File: src/hw/rtl/normalized_key_dual_fnv_hash_defines.svh
// Assertion macros for the normalized-key dual FNV hash block.
// Used by files that check internal invariants; no other dependencies.
`ifndef NORMALIZED_KEY_DUAL_FNV_HASH_DEFINES_SVH
`define NORMALIZED_KEY_DUAL_FNV_HASH_DEFINES_SVH
`ifndef NO_ASSERTIONS
`define NKDF_ASSERT_IMPLIES(label, clk, rst, ante, cons) \
   label: assert property (@(posedge clk) disable iff (rst) (ante) |-> (cons)) \
      else $error("nkdf: same-cycle invariant violated");
`define NKDF_ASSERT_NEXT(label, clk, rst, ante, cons) \
   label: assert property (@(posedge clk) disable iff (rst) (ante) |=> (cons)) \
      else $error("nkdf: next-cycle invariant violated");
`else
`define NKDF_ASSERT_IMPLIES(label, clk, rst, ante, cons)
`define NKDF_ASSERT_NEXT(label, clk, rst, ante, cons)
`endif
`endif

File: src/hw/rtl/nkdf_pkg.sv
// Package for the normalized-key dual FNV hash: constants, types, functions.
// No dependencies; the modules of the block import it and the interfaces refer to it.
package nkdf_pkg;

   localparam int BYTE_W = 8;
   localparam int LANE_W = 64;

   // The FNV prime is 2^40 + 435, so a multiply is a shift plus a narrow product.
   localparam logic [LANE_W-1:0] FNV_PRIME   = 64'd1099511628211;
   localparam int                PRIME_SHIFT = 40;
   localparam logic [8:0]        PRIME_LOW   = 9'd435;

   localparam logic [LANE_W-1:0] SALT_UPPER  = 64'h9E3779B97F4A7C15;
   localparam logic [LANE_W-1:0] SALT_LOWER  = 64'hC2B2AE3D27D4EB4F;
   localparam logic [LANE_W-1:0] BASIS_UPPER = 64'd1469598103934665603;
   localparam logic [LANE_W-1:0] BASIS_LOWER = 64'd14695981039346656037;
   localparam logic [BYTE_W-1:0] LOWER_ADD   = 8'h5B;
   localparam logic [BYTE_W-1:0] CASE_OFFSET = 8'd32;

   localparam logic [BYTE_W-1:0] CHAR_SPACE  = 8'h20;
   localparam logic [BYTE_W-1:0] CHAR_TAB    = 8'h09;
   localparam logic [BYTE_W-1:0] CHAR_LF     = 8'h0A;
   localparam logic [BYTE_W-1:0] CHAR_VT     = 8'h0B;
   localparam logic [BYTE_W-1:0] CHAR_FF     = 8'h0C;
   localparam logic [BYTE_W-1:0] CHAR_CR     = 8'h0D;
   localparam logic [BYTE_W-1:0] CHAR_UPPER_A = 8'h41;
   localparam logic [BYTE_W-1:0] CHAR_UPPER_Z = 8'h5A;

   // Queue between front and back; depth must be a power of two.
   localparam int QUEUE_DEPTH = 4;
   localparam int QUEUE_PTR_W = $clog2(QUEUE_DEPTH);
   localparam int QUEUE_CNT_W = $clog2(QUEUE_DEPTH + 1);

   typedef struct packed {
      logic [BYTE_W-1:0] char_code;  // case-folded byte
      logic              mix_space;  // hash one space before the byte
      logic              mix_char;   // hash the byte itself
      logic              last;       // end of name, produce a result
      logic              empty;      // normalized key has no characters
   } nkdf_op_type;

   typedef struct packed {
      logic        valid;
      nkdf_op_type op;
   } nkdf_slot_type;

   function automatic logic is_ws(input logic [BYTE_W-1:0] b);
      return (b == CHAR_SPACE) || (b == CHAR_TAB) || (b == CHAR_LF) ||
             (b == CHAR_VT) || (b == CHAR_FF) || (b == CHAR_CR);
   endfunction

   function automatic logic [BYTE_W-1:0] fold_case(input logic [BYTE_W-1:0] b);
      return ((b >= CHAR_UPPER_A) && (b <= CHAR_UPPER_Z)) ? b + CASE_OFFSET : b;
   endfunction

   function automatic logic [LANE_W-1:0] prime_mul(input logic [LANE_W-1:0] x);
      logic [LANE_W-1:0] low_part;
      low_part = x * {{(LANE_W-9){1'b0}}, PRIME_LOW};
      return (x << PRIME_SHIFT) + low_part;
   endfunction

endpackage

File: src/hw/rtl/nkdf_if.sv
// Channel interfaces for the normalized-key dual FNV hash block.
// Depends on nkdf_pkg for field widths.
interface nkdf_req_if;
   logic                         valid;
   logic                         ready;
   logic [nkdf_pkg::BYTE_W-1:0]  name_byte;
   logic                         is_final;

   modport source (output valid, output name_byte, output is_final, input ready);
   modport sink   (input valid, input name_byte, input is_final, output ready);
endinterface

interface nkdf_rsp_if;
   logic                         valid;
   logic                         ready;
   logic [nkdf_pkg::LANE_W-1:0]  hash_upper;
   logic [nkdf_pkg::LANE_W-1:0]  hash_lower;
   logic                         key_empty;

   modport source (output valid, output hash_upper, output hash_lower,
                   output key_empty, input ready);
   modport sink   (input valid, input hash_upper, input hash_lower,
                   input key_empty, output ready);
endinterface

File: src/hw/rtl/nkdf_queue.sv
// Small register queue of lane operations between the front and back ends.
// Depends on nkdf_pkg.
module nkdf_queue (
   input  logic                   clock,
   input  logic                   reset,
   input  nkdf_pkg::nkdf_slot_type push,
   output logic                   push_ready,
   output nkdf_pkg::nkdf_slot_type head,
   input  logic                   pop
);
   import nkdf_pkg::*;

   nkdf_op_type            entries_ff [QUEUE_DEPTH];
   logic [QUEUE_PTR_W-1:0] wr_ptr_ff, wr_ptr_in;
   logic [QUEUE_PTR_W-1:0] rd_ptr_ff, rd_ptr_in;
   logic [QUEUE_CNT_W-1:0] count_ff, count_in;
   logic                   do_push;

   assign push_ready = (count_ff != QUEUE_CNT_W'(QUEUE_DEPTH));
   assign head.valid = (count_ff != '0);
   assign head.op    = entries_ff[rd_ptr_ff];
   assign do_push    = push.valid && push_ready;

   always_comb begin
      wr_ptr_in = do_push ? wr_ptr_ff + 1'b1 : wr_ptr_ff;
      rd_ptr_in = pop ? rd_ptr_ff + 1'b1 : rd_ptr_ff;
      count_in  = count_ff;
      if (do_push && !pop) begin
         count_in = count_ff + 1'b1;
      end else if (pop && !do_push) begin
         count_in = count_ff - 1'b1;
      end
   end

   always_ff @(posedge clock) begin
      if (reset) begin
         wr_ptr_ff <= '0;
         rd_ptr_ff <= '0;
         count_ff  <= '0;
      end else begin
         wr_ptr_ff <= wr_ptr_in;
         rd_ptr_ff <= rd_ptr_in;
         count_ff  <= count_in;
      end
   end

   always_ff @(posedge clock) begin
      if (do_push) begin
         entries_ff[wr_ptr_ff] <= push.op;
      end
   end

endmodule

File: src/hw/rtl/nkdf_front.sv
// Front end: accepts raw name bytes, normalizes whitespace and case, and
// queues lane operations. Depends on nkdf_pkg and nkdf_if.
module nkdf_front (
   input  logic                    clock,
   input  logic                    reset,
   nkdf_req_if.sink                req_bus,
   output nkdf_pkg::nkdf_slot_type push,
   input  logic                    push_ready
);
   import nkdf_pkg::*;

   logic space_pending_ff, space_pending_in;
   logic key_started_ff, key_started_in;
   logic ws;
   logic accept;

   assign req_bus.ready = push_ready;

   always_comb begin
      ws     = is_ws(req_bus.name_byte);
      accept = req_bus.valid && push_ready;

      push.op.char_code = fold_case(req_bus.name_byte);
      push.op.mix_space = !ws && space_pending_ff;
      push.op.mix_char  = !ws;
      push.op.last      = req_bus.is_final;
      push.op.empty     = ws && !key_started_ff;
      // Whitespace that only marks a pending space needs no back-end work.
      push.valid        = accept && (!ws || req_bus.is_final);

      space_pending_in = space_pending_ff;
      key_started_in   = key_started_ff;
      if (accept) begin
         if (req_bus.is_final) begin
            space_pending_in = 1'b0;
            key_started_in   = 1'b0;
         end else if (ws) begin
            space_pending_in = space_pending_ff || key_started_ff;
         end else begin
            space_pending_in = 1'b0;
            key_started_in   = 1'b1;
         end
      end
   end

   always_ff @(posedge clock) begin
      if (reset) begin
         space_pending_ff <= 1'b0;
         key_started_ff   <= 1'b0;
      end else begin
         space_pending_ff <= space_pending_in;
         key_started_ff   <= key_started_in;
      end
   end

endmodule

File: src/hw/rtl/nkdf_back.sv
// Back end: both FNV-1a lanes, one shared mix step per cycle unless stalled;
// holds the result beat in an output register. Depends on nkdf_pkg, nkdf_if.
module nkdf_back (
   input  logic                    clock,
   input  logic                    reset,
   input  nkdf_pkg::nkdf_slot_type head,
   output logic                    pop,
   nkdf_rsp_if.source              rsp_bus
);
   import nkdf_pkg::*;

   logic [LANE_W-1:0] upper_ff, upper_in;
   logic [LANE_W-1:0] lower_ff, lower_in;
   logic              space_done_ff, space_done_in;
   logic              rsp_valid_ff, rsp_valid_in;
   logic [LANE_W-1:0] rsp_upper_ff, rsp_lower_ff;
   logic              rsp_empty_ff;

   logic              need_space;
   logic              slot_free;
   logic              load_rsp;
   logic [BYTE_W-1:0] mix_byte;
   logic [BYTE_W:0]   salted_sum;
   logic [LANE_W-1:0] upper_mixed, lower_mixed;
   logic [LANE_W-1:0] upper_done, lower_done;

   assign rsp_bus.valid      = rsp_valid_ff;
   assign rsp_bus.hash_upper = rsp_upper_ff;
   assign rsp_bus.hash_lower = rsp_lower_ff;
   assign rsp_bus.key_empty  = rsp_empty_ff;

   always_comb begin
      need_space = head.valid && head.op.mix_space && !space_done_ff;
      slot_free  = !rsp_valid_ff || rsp_bus.ready;

      mix_byte    = need_space ? CHAR_SPACE : head.op.char_code;
      salted_sum  = {1'b0, mix_byte} + {1'b0, LOWER_ADD};
      upper_mixed = prime_mul(upper_ff ^ SALT_UPPER ^ {{(LANE_W-BYTE_W){1'b0}}, mix_byte});
      lower_mixed = prime_mul(lower_ff ^ SALT_LOWER ^
                              {{(LANE_W-BYTE_W-1){1'b0}}, salted_sum});

      upper_done = head.op.mix_char ? upper_mixed : upper_ff;
      lower_done = head.op.mix_char ? lower_mixed : lower_ff;

      pop           = 1'b0;
      load_rsp      = 1'b0;
      upper_in      = upper_ff;
      lower_in      = lower_ff;
      space_done_in = space_done_ff;

      if (need_space) begin
         upper_in      = upper_mixed;
         lower_in      = lower_mixed;
         space_done_in = 1'b1;
      end else if (head.valid && (!head.op.last || slot_free)) begin
         pop           = 1'b1;
         space_done_in = 1'b0;
         if (head.op.last) begin
            load_rsp = 1'b1;
            upper_in = BASIS_UPPER;
            lower_in = BASIS_LOWER;
         end else begin
            upper_in = upper_done;
            lower_in = lower_done;
         end
      end

      rsp_valid_in = load_rsp || (rsp_valid_ff && !rsp_bus.ready);
   end

   always_ff @(posedge clock) begin
      if (reset) begin
         upper_ff      <= BASIS_UPPER;
         lower_ff      <= BASIS_LOWER;
         space_done_ff <= 1'b0;
         rsp_valid_ff  <= 1'b0;
      end else begin
         upper_ff      <= upper_in;
         lower_ff      <= lower_in;
         space_done_ff <= space_done_in;
         rsp_valid_ff  <= rsp_valid_in;
      end
   end

   always_ff @(posedge clock) begin
      if (load_rsp) begin
         rsp_upper_ff <= upper_done;
         rsp_lower_ff <= lower_done;
         rsp_empty_ff <= head.op.empty;
      end
   end

endmodule

File: src/hw/rtl/normalized_key_dual_fnv_hash.sv
// Top level of the normalized-key dual FNV-1a hash block.
// Depends on nkdf_pkg, nkdf_if, nkdf_front, nkdf_queue, nkdf_back and the defines header.
//
// The block takes a name one byte per beat on req_bus, with is_final marking
// the last byte, and returns one beat on rsp_bus per name: two 64-bit FNV-1a
// lanes over the normalized key and a flag that is set when the key is empty.
// Normalization drops leading and trailing whitespace (space, tab, CR, LF, FF,
// VT), folds each inner run to one space, and lowers A-Z. The front end
// accepts one byte per cycle while its four-entry operation queue has room.
// The back end owns a single shared mix unit that advances both lanes once
// per cycle while it has work and is not stalled; a byte that ends an inner
// whitespace run takes a space mix step before the byte's own step, and
// whitespace that only marks a pending space needs no back-end work. The
// result beat appears in the output register the cycle after the last byte
// leaves the queue, and the back end keeps working on the next name while an
// unread result waits there; it stalls only when a second result is ready
// before the first is taken.
`include "normalized_key_dual_fnv_hash_defines.svh"

module normalized_key_dual_fnv_hash (
   input  logic       clock,
   input  logic       reset,
   nkdf_req_if.sink   req_bus,
   nkdf_rsp_if.source rsp_bus
);
   import nkdf_pkg::*;

   nkdf_slot_type push;
   nkdf_slot_type head;
   logic          push_ready;
   logic          pop;

   // Normalizer: whitespace and case handling, one byte per cycle while the queue has room.
   nkdf_front u_front (
      .clock      (clock),
      .reset      (reset),
      .req_bus    (req_bus),
      .push       (push),
      .push_ready (push_ready)
   );

   // Decoupling queue so either side can stall on its own.
   nkdf_queue u_queue (
      .clock      (clock),
      .reset      (reset),
      .push       (push),
      .push_ready (push_ready),
      .head       (head),
      .pop        (pop)
   );

   // Lane engine and result register.
   nkdf_back u_back (
      .clock   (clock),
      .reset   (reset),
      .head    (head),
      .pop     (pop),
      .rsp_bus (rsp_bus)
   );

   // The back end never retires an operation the queue does not hold.
   `NKDF_ASSERT_IMPLIES(a_pop_has_head, clock, reset, pop, head.valid)
   // Taking a byte always leaves room for its queued operation.
   `NKDF_ASSERT_IMPLIES(a_push_has_room, clock, reset, push.valid, push_ready)
   // Retiring the last operation of a name presents a result beat next cycle.
   `NKDF_ASSERT_NEXT(a_last_gives_rsp, clock, reset, pop && head.op.last, rsp_bus.valid)
   // A held result beat keeps its lanes until it is taken.
   `NKDF_ASSERT_NEXT(a_rsp_holds, clock, reset, rsp_bus.valid && !rsp_bus.ready,
                     rsp_bus.valid && $stable(rsp_bus.hash_upper))

endmodule
File: src/flat_wrapper.sv
// flat-port wrapper written by rule: the top's interface ports become plain ports
module normalized_key_dual_fnv_hash_flat import nkdf_pkg::*;
  (clock, reset, req_bus_valid, req_bus_name_byte, req_bus_is_final, req_bus_ready, rsp_bus_valid, rsp_bus_hash_upper, rsp_bus_hash_lower, rsp_bus_key_empty, rsp_bus_ready);
  nkdf_req_if req_bus_i ();
  nkdf_rsp_if rsp_bus_i ();
  input  logic clock;
  input  logic reset;
  input wire logic [$bits(req_bus_i.valid)-1:0] req_bus_valid;
  input wire logic [$bits(req_bus_i.name_byte)-1:0] req_bus_name_byte;
  input wire logic [$bits(req_bus_i.is_final)-1:0] req_bus_is_final;
  output wire logic [$bits(req_bus_i.ready)-1:0] req_bus_ready;
  output wire logic [$bits(rsp_bus_i.valid)-1:0] rsp_bus_valid;
  output wire logic [$bits(rsp_bus_i.hash_upper)-1:0] rsp_bus_hash_upper;
  output wire logic [$bits(rsp_bus_i.hash_lower)-1:0] rsp_bus_hash_lower;
  output wire logic [$bits(rsp_bus_i.key_empty)-1:0] rsp_bus_key_empty;
  input wire logic [$bits(rsp_bus_i.ready)-1:0] rsp_bus_ready;
  assign req_bus_i.valid = req_bus_valid;
  assign req_bus_i.name_byte = req_bus_name_byte;
  assign req_bus_i.is_final = req_bus_is_final;
  assign req_bus_ready = req_bus_i.ready;
  assign rsp_bus_valid = rsp_bus_i.valid;
  assign rsp_bus_hash_upper = rsp_bus_i.hash_upper;
  assign rsp_bus_hash_lower = rsp_bus_i.hash_lower;
  assign rsp_bus_key_empty = rsp_bus_i.key_empty;
  assign rsp_bus_i.ready = rsp_bus_ready;
  normalized_key_dual_fnv_hash u_core (.clock(clock), .reset(reset), .req_bus(req_bus_i), .rsp_bus(rsp_bus_i));
endmodule
File: config.mk
export PLATFORM = sky130hd
export DESIGN_NAME = normalized_key_dual_fnv_hash_flat
export DESIGN_NICKNAME = d
export VERILOG_FILES = /design/src/hw/rtl/nkdf_pkg.sv /design/src/hw/rtl/nkdf_if.sv /design/src/hw/rtl/nkdf_queue.sv /design/src/hw/rtl/nkdf_front.sv /design/src/hw/rtl/nkdf_back.sv /design/src/hw/rtl/normalized_key_dual_fnv_hash.sv /design/src/flat_wrapper.sv
export VERILOG_INCLUDE_DIRS = /design/src /design/src/hw/rtl
export SDC_FILE = /design/constraint.sdc
export NUM_CORES = 2
export LEC_CHECK = 0
export BUFFER_PORTS_ARGS = -buffer_cell sky130_fd_sc_hd__buf_2
export CAP_MARGIN = 0
export CORE_MARGIN = 10
export CORE_UTILIZATION = 70
export DETAILED_ROUTE_END_ITERATION = 6
export GPL_ROUTABILITY_DRIVEN = 0
export PLACE_DENSITY = 0.89
export SLEW_MARGIN = 20
export SYNTH_ARGS = -nofsm -noshare
export SYNTH_HDL_FRONTEND = slang
export SYNTH_SLANG_ARGS = --single-unit
File: constraint.sdc
create_clock -name clock -period 13.89 [get_ports clock]
set_input_delay 0.6945 -clock clock [delete_from_list [all_inputs] [get_ports clock]]
set_output_delay 0.6945 -clock clock [all_outputs]
set_load 0.05 [all_outputs]
Yosys cells after proc, flatten, opt, wreduce, memory -nomap -nowiden:

Memories as Yosys holds them, arrays and structs flattened. A register that Yosys moved wholly into a read port is not among the register bits.
Index checks and enable logic that the tools add are counted.

* bits in writable memories: 48
* bits of input ports: 13
* register bits after elaboration: 268
* word-level logic and storage cells: 98
* output and inout port bits: 131
* memories kept: 1

Memories
* u_core.u_queue.entries_ff: depth 4, bits a word 12, read ports 1, clocked after memory_dff 1, wr ports 1, RTL line nkdf_queue.sv:13 `nkdf_op_type entries_ff [QUEUE_DEPTH];`

* $add $sub $neg: 8
* bitwise operators: 4
* equal/unequal tests: 8
* multipliers: 2
* reductions and logical operators: 34
* $lt $le $gt $ge: 2
* muxes and demuxes: 27

Operators with widths (count)
* two-way mux 64 bit: 8
* adder 64 bit: 2
* multiplier 64 x 9 -> 64 bit, second input constant: 2
* bitwise XOR 64 x 8 -> 64 bit: 1
* bitwise XOR 64 x 9 -> 64 bit: 1
* equality test 8 x 4 -> 1 bit, second input constant: 5
* inverter 38 bit: 1
* inverter 36 bit: 1
* two-way mux 8 bit: 2
* two-way mux 1 bit: 13
* logical AND 1 bit: 12
* logical OR 1 bit: 10
* adder 8 x 7 -> 9 bit, second input constant: 1
* adder 8 x 6 -> 8 bit, second input constant: 1
* equality test 8 x 6 -> 1 bit, second input constant: 1
* greater-or-equal comparator 8 x 7 -> 1 bit, second input constant: 1
* less-or-equal comparator 8 x 7 -> 1 bit, second input constant: 1
* zero test 1 bit: 8
* two-way mux 3 bit: 2
* adder 2 x 1 -> 2 bit, second input constant: 2
* two-way mux 2 bit: 2
* nonzero test 2 bit: 2
* adder 3 x 1 -> 3 bit, second input constant: 1
* inequality test 3 bit, second input constant: 1
* other kinds (4): 4

Depth between registers and ports, before layout:

* word-level depth: 14
* gate-level depth with buffers: 38
* gate-level depth less buffers: 34

Hierarchy:

From an unflattened synthesis, not the netlist that was laid out.

* cell total of the unflattened synthesis: 3518
* area, all modules: 35096.2 um^2

Modules (own cells, without submodules)
* nkdf_back: instances 1, cells an instance 3371, area each 32626.3 um^2, sequential area each 6476.2 um^2
* nkdf_queue: instances 1, cells an instance 110, area each 2192.1 um^2, sequential area each 1621.6 um^2
* nkdf_front: instances 1, cells an instance 37, area each 277.8 um^2, sequential area each 40.0 um^2

Worst setup path before layout:

Ideal clock, no wire load.

* path type: register to register
* from: register (tool-made name)
* to: register u_core.u_back.lower_ff[59]
* data required time: 13.766 ns
* cell stages (with the launch flop): 34
* setup time: 0.124 ns
* clock period less this slack: 7.310 ns
* data arrival time: 7.186 ns
* path slack: 6.580 ns
* path buffers: 4
* path through: dfxtp_1 > buf_2 > buf_2 > mux4_2 > and2_1 > clkbuf_1 > inv_1 > ha_1 > inv_1 > a21oi_1 > inv_1 > o21ai_0 > xnor2_1 > nand2_1 > xnor2_1 > ha_1 > inv_1 > fa_1 > fa_1 > fa_1 > inv_1 > ha_1 > ha_1 > buf_2 > a21o_1 > o21ai_1 > o211ai_1 > o311ai_2 > a21oi_1 > nand4bb_1 > a311oi_2 > xor2_1 > nor2_1 > a2111o_1

RTL lines
* end signal, assigned: RTL line nkdf_back.sv:79 `lower_ff <= lower_in;`
* end, declared: RTL line nkdf_back.sv:13 `logic [LANE_W-1:0] lower_ff, lower_in;`

==> impl_results.rst <==
.. list-table::
   :header-rows: 1

   * - Metric
     - Value
   * - Clock sink count
     - 318
   * - Fin. max-slew vios
     - 0
   * - Dominant cell type by count on the critical path
     - inv_1
   * - Number of design-rule violations left by the first detailed-router iteration
     - 3,515
   * - Critical path required time
     - roughly 14 ns
   * - Most common cell in the netlist
     - inv_1
   * - Path depth of the worst reg2reg path
     - 29
   * - DRC
     - 14
   * - Ports placed on the boundary
     - about 140
   * - Worst hold path stage count
     - 1
   * - Slack of the worst reg-to-reg path
     - 4.78 ns
   * - Synthesized area per cell
     - between 9 and 10 um^2
   * - Slew headroom
     - ~16%
   * - Number of max-cap violations
     - 0
   * - Synthesized net count
     - approximately 4.5k
   * - # hold bufs at CTS
     - 0
   * - Worst reg2reg path endpoint
     - u_core.u_back.rsp_bus.hash_lower[61]$_DFFE_PP_
   * - Min-Delay Endpoint
     - u_core.u_queue.entries_ff[3][1]$_DFFE_PP_
   * - GRT Resource Usage Total
     - a little over a third
   * - Final period utilization
     - ~66%
   * - Distinct cell type count after synthesis
     - 91
   * - Buffers on Ports
     - approximately 140
   * - Worst Setup Start Kind
     - register
   * - Detailed-route vias per instance
     - 6.40
   * - Count of endpoints failing setup in the final report
     - 0
   * - Antenna Nets Post-Route
     - 0
   * - Unrepaired setup endpoints after global routing
     - no
   * - Clock tree from TritonCTS
     - built
   * - Synth async-reset ratio
     - 0%
   * - DPL Wire Length
     - a little over 80,000 um
   * - Library cell occupying the most area in the post-synthesis netlist
     - fa_1
   * - Ant. Diodes
     - 0
   * - Sequential cell area fraction in the yosys report
     - between 20 and 25%
   * - Min Tclk post-route
     - ~9.1 ns
   * - Buffers inserted by post-CTS timing repair
     - 0
   * - Measured slew at the worst slew-check pin
     - between 1 and 1.5 ns
   * - Synthesized instance count
     - 3,634
   * - Worst skew pair latency
     - between 0.6 and 0.7 ns
   * - Total number of H-tree levels
     - 2
   * - Accumulated negative setup slack
     - 0 ns
   * - Detailed Routing Iterations Pass 1
     - 7
   * - Largest stage delay on the critical path
     - 0.80 ns
   * - Average routed wire per standard cell
     - between 20 and 25 um
   * - Count of buffer and inverter cells on the critical path
     - 5
   * - Number of enable-type register cells in the synthesized netlist
     - 177
   * - Fin. Hold Viols
     - 0
   * - Top cell types by occurrence after synthesis
     - inv_1, fa_1, ha_1, nand2_1, a21oi_1
   * - Met3 demand-to-capacity share in global routing
     - between 10 and 15%
   * - Yosys warning total
     - 0
   * - Global route overflow
     - 0
   * - Failing checks
     - design-rule violations
   * - Netlist area before placement
     - ~35,000 um^2
   * - Via count of the first global-routing pass
     - between 30k and 40k
   * - Class of the tightest hold or removal check
     - input port to register
   * - Cell chosen for the clock root
     - clkbuf_16
   * - Initial standard-cell utilization of the core
     - around 70%
   * - Fmax
     - between 0.1 and 0.15 GHz
   * - Global-route wire length before repair
     - 167,000 um
   * - Status
     - complete, but fails checks
   * - Cell with the largest stage delay on the worst path
     - dfxtp_1
   * - Most heavily used metal layer in global routing
     - met2
   * - Net count of the finished layout
     - between 4k and 5k
   * - Share of the synthesized area in the top cell type
     - roughly 28%
   * - Worst-case hold slack
     - approximately 0.35 ns
   * - Nature of the critical path endpoint
     - register
   * - Clock skew
     - about 0.023 ns
   * - Deepest clock path buffer count
     - 3
   * - Met2 track utilization from global routing
     - 55.7%
   * - Worst Path Max Fanout
     - 25
   * - Via count
     - approximately 28k
   * - Top flip-flop cell by instance count after synthesis
     - edfxtp_1
   * - Die ar.
     - ~60,000 um^2
   * - Clock-pin slew on the worst setup and hold paths
     - around 0.07 ns
   * - Pin count of the biggest net entering global routing
     - just under 80
   * - CTS Buf Count
     - 37
   * - Core area
     - 50,000 um^2
   * - CP arrival
     - roughly 9.4 ns
   * - Number of flip-flops and latches in the synthesized netlist
     - roughly 320
   * - Setup CP Type
     - register to register
   * - Met1 track utilization from global routing
     - around two fifths
   * - Layout cells sized above 1
     - a little under 8%
   * - Number of cells upsized or downsized after cts
     - 0
   * - Number of rows in the core area
     - 82
   * - Family with the most delay on the worst path
     - compound AO/OA/AOI/OAI gates
   * - Die outline width
     - roughly 240 um
   * - Synthesis-to-layout area growth
     - 7.34%
   * - Sum of routed wire length over all layers
     - approximately 110,000 um
   * - Origin of the worst min-delay path
     - req_bus_is_final
   * - Height of the chip
     - 244 um
   * - Leading cell types by total area after synthesis
     - fa_1, edfxtp_1, ha_1
   * - Initial antenna violation count
     - 4
[metal layers]
metal  share of wire (%)  routed length, um
met5               0.053                 56
met4                 9.3               9880
met3                  13              13700
met2                  44              46900
met1                  34              35600
[flip-flops by register name (all words and copies together), names as in the netlist, named ones only]
signal	flops
u_core.u_back.upper_ff	64
u_core.u_back.space_done_ff	1
u_core.u_back.rsp_bus.hash_upper	64
u_core.u_back.rsp_bus.valid	1
u_core.u_back.rsp_bus.hash_lower	64
u_core.u_front.space_pending_ff	1
u_core.u_back.lower_ff	64
u_core.u_queue.wr_ptr_ff	2
u_core.u_queue.rd_ptr_ff	2
u_core.u_back.rsp_bus.key_empty	1
u_core.u_front.key_started_ff	1
u_core.u_queue.entries_ff	48
u_core.u_queue.count_ff	3
[layout make-up]
cell class              instances  area (um^2)
clock buffers                  41          962
clock inverters                26          358
fillers                      3097        12200
inverters                     793         2980
multi-input cells            2410        23700
flip-flops and latches        318         8140
well taps                     672          841
repair buffers                158          831
[per-stage QoR]
step,std cells,setup WS [ns],utilization [%],cell area (um^2)
after floorplan,3634,6.58,-,35200
after global placement,4351,5.40,73.0,36500
after detailed placement,4351,5.04,73.0,36500
after CTS,4418,4.94,75.6,37800
after global routing,4418,4.29,75.6,37800
final,4418,4.78,75.6,37800
[cell families after synthesis]
kind of cell,Yosys count,share of synthesized area [%]
fa+ha+maj,839,40.2
buf+inv,906,9.76
mux,33,1.35
xor+xnor,180,4.48
flops,318,23.1
compound gates,659,12.0
simple gates,699,9.08
[worst max-delay path by stage]
stage	start	endpoint	cells after the start
floorplan	register	u_core.u_back.lower_ff[59]$_SDFFE_PP1P_	33
global placement	register	u_core.u_back.lower_ff[59]$_SDFFE_PP1P_	30
detailed placement	register	u_core.u_back.rsp_bus.hash_lower[61]$_DFFE_PP_	29
CTS	register	u_core.u_back.rsp_bus.hash_lower[61]$_DFFE_PP_	29
global route	register	u_core.u_back.rsp_bus.hash_upper[61]$_DFFE_PP_	23
finish	register	u_core.u_back.rsp_bus.hash_lower[61]$_DFFE_PP_	29
[cell usage in the layout (no fill, tap or decap), drive strengths merged, types with 26 or more instances in the layout]
cell | synthesis | final
nand3 | 30 | 30
xor2 | 70 | 70
clkbuf | 85 | 41
inv | 793 | 801
dfxtp | 141 | 141
ha | 351 | 351
o22ai | 26 | 26
a22oi | 43 | 43
o21ai | 174 | 174
edfxtp | 177 | 177
nor2 | 144 | 144
nand4 | 26 | 26
buf | 28 | 158
nand2b | 40 | 40
nand2 | 332 | 332
a21o | 66 | 66
a21oi | 180 | 180
fa | 488 | 488
xnor2 | 110 | 110
[worst reg2reg max path: cells and delay by family (launching register included)]
kind                     cells  cell delay (ns)
AND/OR/NAND/NOR              3             1.27
AO/OA/AOI/OAI               11             2.88
adder cells (fa/ha/maj)      7             2.69
buffers and inverters        5             0.39
flip-flops                   1             0.80
XOR/XNOR                     3             0.79
Power is left out: the tool's default activity adds up to more than one toggle a clock period on the data nets, which glitch-free logic cannot reach.
